===== src/sv/dsvf_pkg.sv =====
`timescale 1ns / 1ps
`default_nettype none

package dsvf_pkg;

  // Configuration register indexes.
  localparam logic [2:0] RegVolume      = 3'd0;
  localparam logic [2:0] RegDamping     = 3'd1;
  localparam logic [2:0] RegCutoffStart = 3'd2;
  localparam logic [2:0] RegDetuneStep  = 3'd3;
  localparam logic [2:0] RegOutputMode  = 3'd4;

  // Reset values of the configuration registers.
  localparam logic [14:0] VolumeReset      = 15'd32000;
  localparam logic [14:0] DampingReset     = 15'd10000;
  localparam logic [14:0] CutoffStartReset = 15'd9000;
  localparam logic [19:0] DetuneStepReset  = 20'd40000;

  // The cutoff slides down only while it is above this floor.
  localparam logic [14:0] CutoffFloor = 15'd4000;

  // Output tap selection.
  localparam logic ModeHighpass = 1'b0;

  // Multiplier operand pairs.
  typedef enum logic [1:0] {
    MUL_VOL_SIG,
    MUL_F_BP,
    MUL_Q_BP,
    MUL_F_HP
  } mul_sel_e;

  // Accumulator operations.
  typedef enum logic [2:0] {
    ALU_NOP,
    ALU_SIG,
    ALU_LP,
    ALU_HP,
    ALU_BP
  } alu_op_e;

  // One control word of the program.
  typedef struct packed {
    logic     mul_en;
    mul_sel_e mul_sel;
    alu_op_e  alu_op;
    logic     last;
  } ctrl_word_t;

  localparam logic [2:0] LastStep = 3'd5;

  // Program ROM: one control word per step. The product of a step is
  // registered and consumed by the accumulator operation of a later step.
  function automatic ctrl_word_t ucode(input logic [2:0] step);
    ctrl_word_t cw;
    cw = '{mul_en: 1'b0, mul_sel: MUL_VOL_SIG, alu_op: ALU_NOP, last: 1'b0};
    unique case (step)
      3'd0: cw = '{mul_en: 1'b1, mul_sel: MUL_VOL_SIG, alu_op: ALU_NOP, last: 1'b0};
      3'd1: cw = '{mul_en: 1'b1, mul_sel: MUL_F_BP,    alu_op: ALU_SIG, last: 1'b0};
      3'd2: cw = '{mul_en: 1'b1, mul_sel: MUL_Q_BP,    alu_op: ALU_LP,  last: 1'b0};
      3'd3: cw = '{mul_en: 1'b0, mul_sel: MUL_F_HP,    alu_op: ALU_HP,  last: 1'b0};
      3'd4: cw = '{mul_en: 1'b1, mul_sel: MUL_F_HP,    alu_op: ALU_NOP, last: 1'b0};
      3'd5: cw = '{mul_en: 1'b0, mul_sel: MUL_F_HP,    alu_op: ALU_BP,  last: 1'b1};
      default: cw = '{mul_en: 1'b0, mul_sel: MUL_VOL_SIG, alu_op: ALU_NOP, last: 1'b1};
    endcase
    return cw;
  endfunction

endpackage

`default_nettype wire


===== src/sv/dual_saw_state_variable_filter_voice.sv =====
// A sample beat accepted shows its result on mix_out_o once the last program step has written it.
// Each sample runs a six-step program that passes its four products through one shared 16x32
// multiplier; the block takes no new sample before the last step of the current one.
// The last step and the next accept share a cycle; a held result stalls the last step and input.
// Reset (rst_ni low, asynchronous) restores the register defaults, clears oscillators,
// filter integrators and sample counter, and loads the cutoff with its start value.
`timescale 1ns / 1ps
`default_nettype none

module dual_saw_state_variable_filter_voice
  import dsvf_pkg::*;
(
  input  wire logic               clk_i,
  input  wire logic               rst_ni,
  // Sample input channel.
  input  wire logic               in_valid_i,
  output logic                    in_stall_o,
  input  wire logic [30:0]        phase_step_i,
  input  wire logic               note_active_i,
  input  wire logic               row_start_i,
  input  wire logic signed [15:0] mix_in_i,
  // Result channel.
  output logic                    out_valid_o,
  input  wire logic               out_stall_i,
  output logic signed [15:0]      mix_out_o,
  // Configuration write channel.
  input  wire logic               cfg_valid_i,
  output logic                    cfg_ready_o,
  input  wire logic [2:0]         cfg_index_i,
  input  wire logic [19:0]        cfg_data_i
);

  // Configuration registers.
  logic [14:0] volume_q, damping_q, cutoff_start_q;
  logic [19:0] detune_step_q;
  logic        output_mode_q;

  // Voice state.
  logic [31:0] phase_a_q, phase_b_q;
  logic [31:0] lp_q, bp_q, hp_q;
  logic [14:0] cutoff_q, cutoff_d;
  logic [1:0]  count_q;

  // Sequencer and per-sample latches.
  logic        busy_q;
  logic [2:0]  step_q;
  logic        active_q;
  logic [15:0] mix_q;
  logic signed [47:0] prod_q;

  // Result register.
  logic        out_valid_q;
  logic [15:0] mix_out_q;

  ctrl_word_t  cw;
  logic        step_en;
  logic        in_accept;
  logic        out_accept;
  logic        cfg_write;

  assign cw = ucode(step_q);

  // The last step writes the result register, so it waits while a result is held.
  assign step_en    = busy_q && !(cw.last && out_valid_q && out_stall_i);
  assign in_stall_o = busy_q && !(cw.last && step_en);
  assign in_accept  = in_valid_i && !in_stall_o;
  assign out_accept = out_valid_q && !out_stall_i;
  assign cfg_ready_o = 1'b1;
  assign cfg_write   = cfg_valid_i && cfg_ready_o;

  assign out_valid_o = out_valid_q;
  assign mix_out_o   = mix_out_q;

  // Configuration registers.
  always_ff @(posedge clk_i or negedge rst_ni) begin
    if (!rst_ni) begin
      volume_q       <= VolumeReset;
      damping_q      <= DampingReset;
      cutoff_start_q <= CutoffStartReset;
      detune_step_q  <= DetuneStepReset;
      output_mode_q  <= ModeHighpass;
    end else if (cfg_write) begin
      unique case (cfg_index_i)
        RegVolume:      volume_q       <= cfg_data_i[14:0];
        RegDamping:     damping_q      <= cfg_data_i[14:0];
        RegCutoffStart: cutoff_start_q <= cfg_data_i[14:0];
        RegDetuneStep:  detune_step_q  <= cfg_data_i;
        RegOutputMode:  output_mode_q  <= cfg_data_i[0];
        default: ;
      endcase
    end
  end

  // Cutoff reload on a row start and slow downward slide.
  always_comb begin
    logic [14:0] base;
    base = row_start_i ? cutoff_start_q : cutoff_q;
    if (base > CutoffFloor && count_q[1]) begin
      cutoff_d = base - 15'd1;
    end else begin
      cutoff_d = base;
    end
  end

  // Per-sample front end: oscillators, cutoff and counter advance at the accept.
  always_ff @(posedge clk_i or negedge rst_ni) begin
    if (!rst_ni) begin
      phase_a_q <= '0;
      phase_b_q <= '0;
      cutoff_q  <= CutoffStartReset;
      count_q   <= '0;
    end else if (in_accept) begin
      phase_a_q <= phase_a_q + {1'b0, phase_step_i};
      phase_b_q <= phase_b_q + {1'b0, phase_step_i} + {12'd0, detune_step_q};
      cutoff_q  <= cutoff_d;
      count_q   <= count_q + 2'd1;
    end
  end

  always_ff @(posedge clk_i) begin
    if (in_accept) begin
      active_q <= note_active_i;
      mix_q    <= mix_in_i;
    end
  end

  // Step counter: advances each enabled step, returns to the start after the last.
  always_ff @(posedge clk_i or negedge rst_ni) begin
    if (!rst_ni) begin
      busy_q <= 1'b0;
      step_q <= '0;
    end else if (in_accept) begin
      busy_q <= 1'b1;
      step_q <= '0;
    end else if (step_en) begin
      if (cw.last) begin
        busy_q <= 1'b0;
        step_q <= '0;
      end else begin
        step_q <= step_q + 3'd1;
      end
    end
  end

  // Summed saw tops, sign extended.
  logic signed [12:0] saw_sum;
  assign saw_sum = $signed({phase_a_q[31], phase_a_q[31:20]})
                 + $signed({phase_b_q[31], phase_b_q[31:20]});

  // Shared multiplier operand selection.
  logic signed [15:0] mul_a;
  logic signed [31:0] mul_b;
  always_comb begin
    unique case (cw.mul_sel)
      MUL_VOL_SIG: begin
        mul_a = $signed({1'b0, volume_q});
        mul_b = {{19{saw_sum[12]}}, saw_sum};
      end
      MUL_F_BP: begin
        mul_a = $signed({1'b0, cutoff_q});
        mul_b = $signed(bp_q);
      end
      MUL_Q_BP: begin
        mul_a = $signed({1'b0, damping_q});
        mul_b = $signed(bp_q);
      end
      MUL_F_HP: begin
        mul_a = $signed({1'b0, cutoff_q});
        mul_b = $signed(hp_q);
      end
      default: begin
        mul_a = '0;
        mul_b = '0;
      end
    endcase
  end

  always_ff @(posedge clk_i) begin
    if (step_en && cw.mul_en) begin
      prod_q <= mul_a * mul_b;
    end
  end

  // Scaled products, wrapped to 32 bits.
  logic [31:0] prod_sh15, prod_sh14;
  assign prod_sh15 = prod_q[46:15];
  assign prod_sh14 = prod_q[45:14];

  // Filter integrators.
  always_ff @(posedge clk_i or negedge rst_ni) begin
    if (!rst_ni) begin
      lp_q <= '0;
      bp_q <= '0;
    end else if (step_en) begin
      if (cw.alu_op == ALU_LP) begin
        lp_q <= lp_q + prod_sh15;
      end
      if (cw.alu_op == ALU_BP) begin
        bp_q <= bp_q + prod_sh15;
      end
    end
  end

  // Working register: scaled oscillator sum, then the highpass value.
  always_ff @(posedge clk_i) begin
    if (step_en) begin
      if (cw.alu_op == ALU_SIG) begin
        hp_q <= prod_sh14;
      end else if (cw.alu_op == ALU_HP) begin
        hp_q <= hp_q - prod_sh15 - lp_q;
      end
    end
  end

  // Result register: the selected tap is added to the mix sample while the note is active.
  logic [31:0] tap;
  assign tap = (output_mode_q == ModeHighpass) ? hp_q : lp_q;

  always_ff @(posedge clk_i or negedge rst_ni) begin
    if (!rst_ni) begin
      out_valid_q <= 1'b0;
    end else if (step_en && cw.last) begin
      out_valid_q <= 1'b1;
    end else if (out_accept) begin
      out_valid_q <= 1'b0;
    end
  end

  always_ff @(posedge clk_i) begin
    if (step_en && cw.last) begin
      mix_out_q <= active_q ? (mix_q + tap[15:0]) : mix_q;
    end
  end

`ifndef SYNTHESIS
  // An accepted beat starts the program at its first step.
  assert property (@(posedge clk_i) disable iff (!rst_ni)
    in_accept |=> (busy_q && step_q == '0))
    else $error("program did not start at step zero");

  // The step counter rests at zero while idle.
  assert property (@(posedge clk_i) disable iff (!rst_ni)
    !busy_q |-> (step_q == '0))
    else $error("step counter moved while idle");

  // The program never runs past its last step.
  assert property (@(posedge clk_i) disable iff (!rst_ni)
    busy_q |-> (step_q <= LastStep))
    else $error("step counter beyond program end");

  // Finishing the last step always leaves a result to deliver.
  assert property (@(posedge clk_i) disable iff (!rst_ni)
    (step_en && cw.last) |=> out_valid_q)
    else $error("finished sample produced no result");

  // The bandpass integrator changes only in its own step.
  assert property (@(posedge clk_i) disable iff (!rst_ni)
    !(step_en && cw.alu_op == ALU_BP) |=> $stable(bp_q))
    else $error("bandpass integrator changed outside its step");
`endif

endmodule

`default_nettype wire

===== config.mk =====
export PLATFORM = sky130hd
export DESIGN_NAME = dual_saw_state_variable_filter_voice
export DESIGN_NICKNAME = d
export VERILOG_FILES = /design/src/sv/dsvf_pkg.sv /design/src/sv/dual_saw_state_variable_filter_voice.sv
export SDC_FILE = /design/constraint.sdc
export NUM_CORES = 2
export LEC_CHECK = 0
export BUFFER_PORTS_ARGS = -buffer_cell sky130_fd_sc_hd__buf_4
export CELL_PAD_IN_SITES_DETAIL_PLACEMENT = 1
export CELL_PAD_IN_SITES_GLOBAL_PLACEMENT = 1
export CORE_AREA = 2 2 314 316
export CTS_CLUSTER_SIZE = 25
export DETAILED_ROUTE_END_ITERATION = 12
export DIE_AREA = 0 0 316 318
export PLACE_DENSITY_LB_ADDON = 0.15
export SYNTH_ARGS = -nofsm -noshare
export SYNTH_HDL_FRONTEND = slang
export SYNTH_SLANG_ARGS = --single-unit

===== constraint.sdc =====
create_clock -name clk_i -period 13.9 [get_ports clk_i]
set_input_delay 2.085 -clock clk_i [delete_from_list [all_inputs] [get_ports clk_i]]
set_output_delay 2.085 -clock clk_i [all_outputs]
set_load 0.01 [all_outputs]

After elaboration in Yosys (flattened, before gate mapping)
Index checks and enable logic that the tools add are counted.
{ "op_classes": {"addsub": 12, "n_mul": 1, "n_lt_le_gt_ge": 1, "n_eq_ne": 16, "n_mux": 17, "n_reduce_logical": 31} }
{ "op_table": {"columns": ["operator", "n"], "rows": [
  ["32-bit one-hot mux with 3 select lines", 1],
  ["32-bit by 31-bit adder with 32-bit output", 2],
  ["32-bit adder", 2],
  ["32-bit 2-to-1 mux", 2],
  ["32-bit subtractor", 2],
  ["16-bit one-hot mux with 3 select lines", 1],
  ["16-bit by 32-bit multiplier with 47-bit output", 1],
  ["7-bit one-hot mux with 6 select lines", 1],
  ["32-bit by 20-bit adder with 32-bit output", 1],
  ["16-bit 2-to-1 mux", 2],
  ["15-bit 2-to-1 mux", 2],
  ["3-bit by 2-bit == test with 1-bit output (second input constant)", 6],
  ["2-bit AND reduction", 9],
  ["16-bit adder", 1],
  ["15-bit by 12-bit > comparator with 1-bit output (second input constant)", 1],
  ["15-bit by 1-bit subtractor with 15-bit output (second input constant)", 1],
  ["12-bit by 12-bit adder with 13-bit output", 1],
  ["3-bit == test (second input constant)", 4],
  ["3-bit by 1-bit == test with 1-bit output (second input constant)", 3],
  ["1-bit logical AND", 9],
  ["3-bit 2-to-1 mux", 3],
  ["2-bit nonzero test", 4],
  ["3-bit logical NOT", 2],
  ["1-bit 2-to-1 mux", 5],
  ["7 further kinds", 12]
]} }
{ "word_totals": {"register_bits": 328, "input_bits": 77, "output_inout_bits": 19, "wordCells": 97} }

Logic depth before layout (Yosys ltp)
{ "logic_depth": {"ltp_word": 13, "ltp_mapped": 38, "mapped_depth_nobuf": 36} }

Least setup slack after synthesis
No wires, ideal clock.
{ "synth_timing": {"kind": "flip-flop to flip-flop", "startpoint": "reg step_q[2]", "endpoint": "reg prod_q[30], data pin", "setup_ns": 0.260, "arrival_ns": 8.071, "t_required_ns": 13.640, "slack_ns": 5.570, "path_stages_with_launch": 36, "n_path_buf": 7, "period_less_slack_ns": 8.330, "path_cell_list": "dfrtp_1 buf_6 nor2b_1 or2_1 buf_2 clkbuf_1 inv_1 ha_1 clkbuf_1 clkbuf_1 clkbuf_1 clkbuf_1 a21o_1 nand2_1 fa_1 fa_1 inv_1 fa_1 inv_1 fa_1 inv_1 fa_1 inv_1 fa_1 inv_1 ha_1 and3_1 nand3_1 nor2_1 nand4_2 a21oi_2 nor3_2 o31a_1 o21ai_1 a21boi_0 xnor2_1"} }
{ "synth_between": {"elab_chain_cells": 6, "word_cells_on_any_way": 16, "cone_classes": "mul (1); eq/ne (8); mux (3); reduce/logical (4)"} }
{ "synth_lines": {"columns": ["item", "line", "rtl"], "rows": [
  ["from (decl)", "dual_saw_state_variable_filter_voice.sv:46", "logic [2:0] step_q;"],
  ["from (signal assigned)", "dual_saw_state_variable_filter_voice.sv:140", "step_q <= step_q + 3'd1;"],
  ["3-bit == test (tied with other cells)", "dsvf_pkg.sv:57", "unique case (step)"],
  ["7-bit one-hot mux with 6 select lines (*)", "dsvf_pkg.sv:57", null],
  ["2-bit == test / 2-bit by 1-bit == test with 1-bit output (equally long branches)", "dual_saw_state_variable_filter_voice.sv:154", "unique case (cw.mul_sel)"],
  ["2-bit OR reduction (no line)", null, null],
  ["16-bit one-hot mux with 3 select lines / 32-bit one-hot mux with 3 select lines (equally long branches)", "dual_saw_state_variable_filter_voice.sv:154", null],
  ["16-bit by 32-bit multiplier with 47-bit output (*)", "dual_saw_state_variable_filter_voice.sv:180", "prod_q <= mul_a * mul_b;"],
  ["to (signal assigned)", "dual_saw_state_variable_filter_voice.sv:180", null],
  ["to (decl)", "dual_saw_state_variable_filter_voice.sv:49", "logic signed [47:0] prod_q;"]
]} }
Every way passes the cells marked *; elsewhere a longest branch is shown, timed or not. The select of a mux whose other input is x is not followed.
A chain may end at the register's enable or synchronous reset.

Final worst setup path
{ "layout_timing": {"startpoint": "reg step_q[2]", "endpoint": "reg prod_q[46], data pin"} }
Same word-level chain as after synthesis.

==> key figures <==
Global routing
  • GRT Total Usage: 24.8%
  • Met2 Use GR: approximately 43%
  • Largest net degree at the start of global routing: 125
  • Gr busiest metal: met2
  • Routing usage on met3: 2.14%
  • First-pass GRT wire length: 193,000 um
  • Overflow left after global routing: 0
  • Grt met1 use: 33.2%
  • Initial antenna violation count: 1
  • Vias in the first global route: 32,719

Worst setup path
  • RR Startpoint: step_q[2]
  • Reg2reg setup slack: 3.78 ns
  • Arr. time, crit path: 10.41 ns
  • Slowest CP cell: o21ai_0
  • Slowest stage delay, CP: 0.83 ns
  • CP endpoint kind: flip-flop
  • Crit path kind: reg2reg
  • Most used cell, CP: fa_1
  • CP startpoint kind: flip-flop
  • Crit path launch: step_q[2]
  • Crit-path max FO: 56
  • Worst Path Required: about 14 ns

Floorplan
  • Die footprint: 100,000 um^2
  • Die height: 318 um
  • Die width: 316 um
  • Initial Util: 40.5%
  • Core area: 97,400 um^2
  • Io pins: 96
  • Rows: about 120

Routing
  • DR pass1 iterations: 5
  • Post-DR wirelength/cell: approximately 22 um
  • Vias: 30,366
  • Final wirelength: 123,000 um
  • Initial DRC count: 1,560
  • Post-DR vias/cell: 5.39
  • Post-route ant nets: 0
  • Drt drc: 0

STA
  • Fmax: 0.0989 GHz
  • Slew @ Worst Pin: approximately 1.2 ns
  • Final hold violations: 0
  • Worst Skew: 0.0286 ns
  • Fin crit share: about 73%
  • Unrepaired setup endpoints after global routing: no
  • Headroom to the max-slew limit: 21.4%
  • TNS Setup: 0 ns
  • Slew Viols, Final: 0
  • Minimum clock period after layout: 10.12 ns
  • Final Setup Violations: 0

Min path
  • Hold Crit Class: reg2reg
  • Worst Hold Launch: count_q[0]

Clocking
  • Max clock buf depth: 3
  • Skew-Pair Late Insertion Delay: ~0.58 ns
  • # hold bufs at CTS: 0
  • TritonCTS clock tree: built
  • CTS resizes: 0
  • Cts bufs inserted: 41
  • Clk pin slew, worst setup/hold paths: roughly 0.060 ns
  • Root buf cell: clkbuf_16
  • H-Tree Depth: 2
  • Clock sink count: 314
  • Post-CTS Setup Inserts: 0

Logic synthesis
  • Post-Syn Area: between 30,000 and 40,000 um^2
  • Yosys top cell by area: fa_1
  • Ys flop type: dfrtp_1
  • Async set-or-reset flop fraction in the synthesized netlist: 68.8%
  • Yosys top cell area share: about a quarter
  • Xor-xnor portion of the synthesized cell area: 4.27%
  • Synth Area in Simple Gates: 13.0%
  • Mux cell area share after synthesis: about 3.4%
  • EDFF count, synth: between 90 and 100
  • Post-synthesis sequential area ratio: 21.3%
  • Syn_area_per_cell: 9.20 um^2
  • Syn Inst Count: 4,283
  • Main combinational cell family by area after synthesis: adder cells
  • Adder-cell area share of the yosys netlist: 36.5%
  • Synth Area in Compound Gates: between 10% and 20%
  • Syn nets: 5,207
  • Synth unique cells: 97
  • Synth warnings: 0
  • Number of synthesized register bits: 314
  • Synth top area cells: fa_1 26%, dfrtp_1 12%, ha_1 11%, edfxtp_1 7.5%, inv_1 6.1%

Finish
  • Synth-to-layout area growth: 9.32%
  • Filler cells: 11,214
  • Post-Route Utilization: 44.2%
  • Most common cell after layout, fill and taps aside: inv_1
  • NumNets Final: 5,236
  • Ant diodes: 0
  • Most frequent cells in the layout: 638 x inv_1, 516 x nand2_1, 505 x fa_1
  • Layout cells sized above 1: a little under a tenth

Run
  • # Max-Cap Violations: 0

Place
  • RD Place Congestion: between 0.8 and 0.9
  • DPL Wire Length: 98,400 um
  • # port buffers: 94

Run status
  • Status: complete, no violations
## critical path: cells and delay by family, from the launching register on
family / cells / cell delay (ns)
buffers and inverters: 7 / 1.65
flip-flops: 1 / 0.51
XOR/XNOR: 1 / 0.14
adder cells (fa/ha/maj): 8 / 3.76
AO/OA/AOI/OAI: 7 / 2.12
AND/OR/NAND/NOR: 6 / 1.63
## sequential cells by signal, summed over array words and instances, names as in the netlist, 3 cells and up
register	count
prod_q	33
bp_q	32
hp_q	32
lp_q	32
phase_a_q	32
phase_b_q	32
detune_step_q	20
mix_out_o	16
mix_q	16
cutoff_q	15
cutoff_start_q	15
damping_q	15
volume_q	15
step_q	3
## worst paths after layout
path                                       to  depth (start not counted)
max                                prod_q[46]                         29
min reg2reg                        count_q[0]                          1
max reg2reg                        prod_q[46]                         29
min                                count_q[0]                          1
max in group asynchronous  cutoff_start_q[11]                          2
min in group asynchronous             lp_q[6]                          1
## layer usage
metal | up-vias | wire [um]
met3 | 142 | 3700
li1 | 14111 | -
met1 | 15657 | 54900
met4 | 2 | 3030
met5 | - | 14
met2 | 454 | 61000
## metrics by stage
stage               setup slack [ns]  cell area (um^2)  std cells  hold slack [ns]
floorplan                       5.57             39400       4283            0.442
global placement                3.99             41700       5556            0.460
detailed placement              3.76             41700       5556            0.466
CTS                             3.74             43100       5631            0.476
global route                    3.29             43100       5631            0.492
finish                          3.78             43100       5631            0.475
## kinds of logic (layout without fill, tap and decap cells)
| group | Yosys count | after routing |
|---|---|---|
| compound gates | 841 | 841 |
| simple gates | 1174 | 1174 |
| flops | 314 | 314 |
| xor+xnor | 192 | 192 |
| fa+ha+maj | 847 | 847 |
| other cells | 1 | 1 |
| mux | 122 | 122 |
| buf+inv | 792 | 853 |
## Yosys cell counts, drive strengths merged (18+ instances only)
cell type  instances
ha               342
o21bai            26
mux2             101
and2              36
a221o             25
xor2              86
edfxtp            98
fa               505
mux2i             21
buf               21
o21a              38
or2               20
nor2b             25
or3               21
xnor2            106
a21oi            204
dfstp             26
o21ai            246
a22oi             18
o31ai             34
inv              639
nor3              44
a21o              84
and3              20
nand3             42
nand2            518
nand2b            38
a31oi             24
dfrtp            190
a211oi            33
clkbuf           132
nor2             360
## area by class of cell
type                       count  area (um^2)  share of cell area (%)
tap                         1287         1610                    3.74
sequential                   314         8380                    19.4
multi-input combinational   3177        28200                    65.5
inverter                     639         2400                    5.57
clock inverter                21          294                   0.682
clock buffer                  54         1140                    2.64
timing repair buffer         139         1060                    2.47
Power is left out: the tool's default activity adds up to more than one toggle a clock period on the data nets, which glitch-free logic cannot reach.
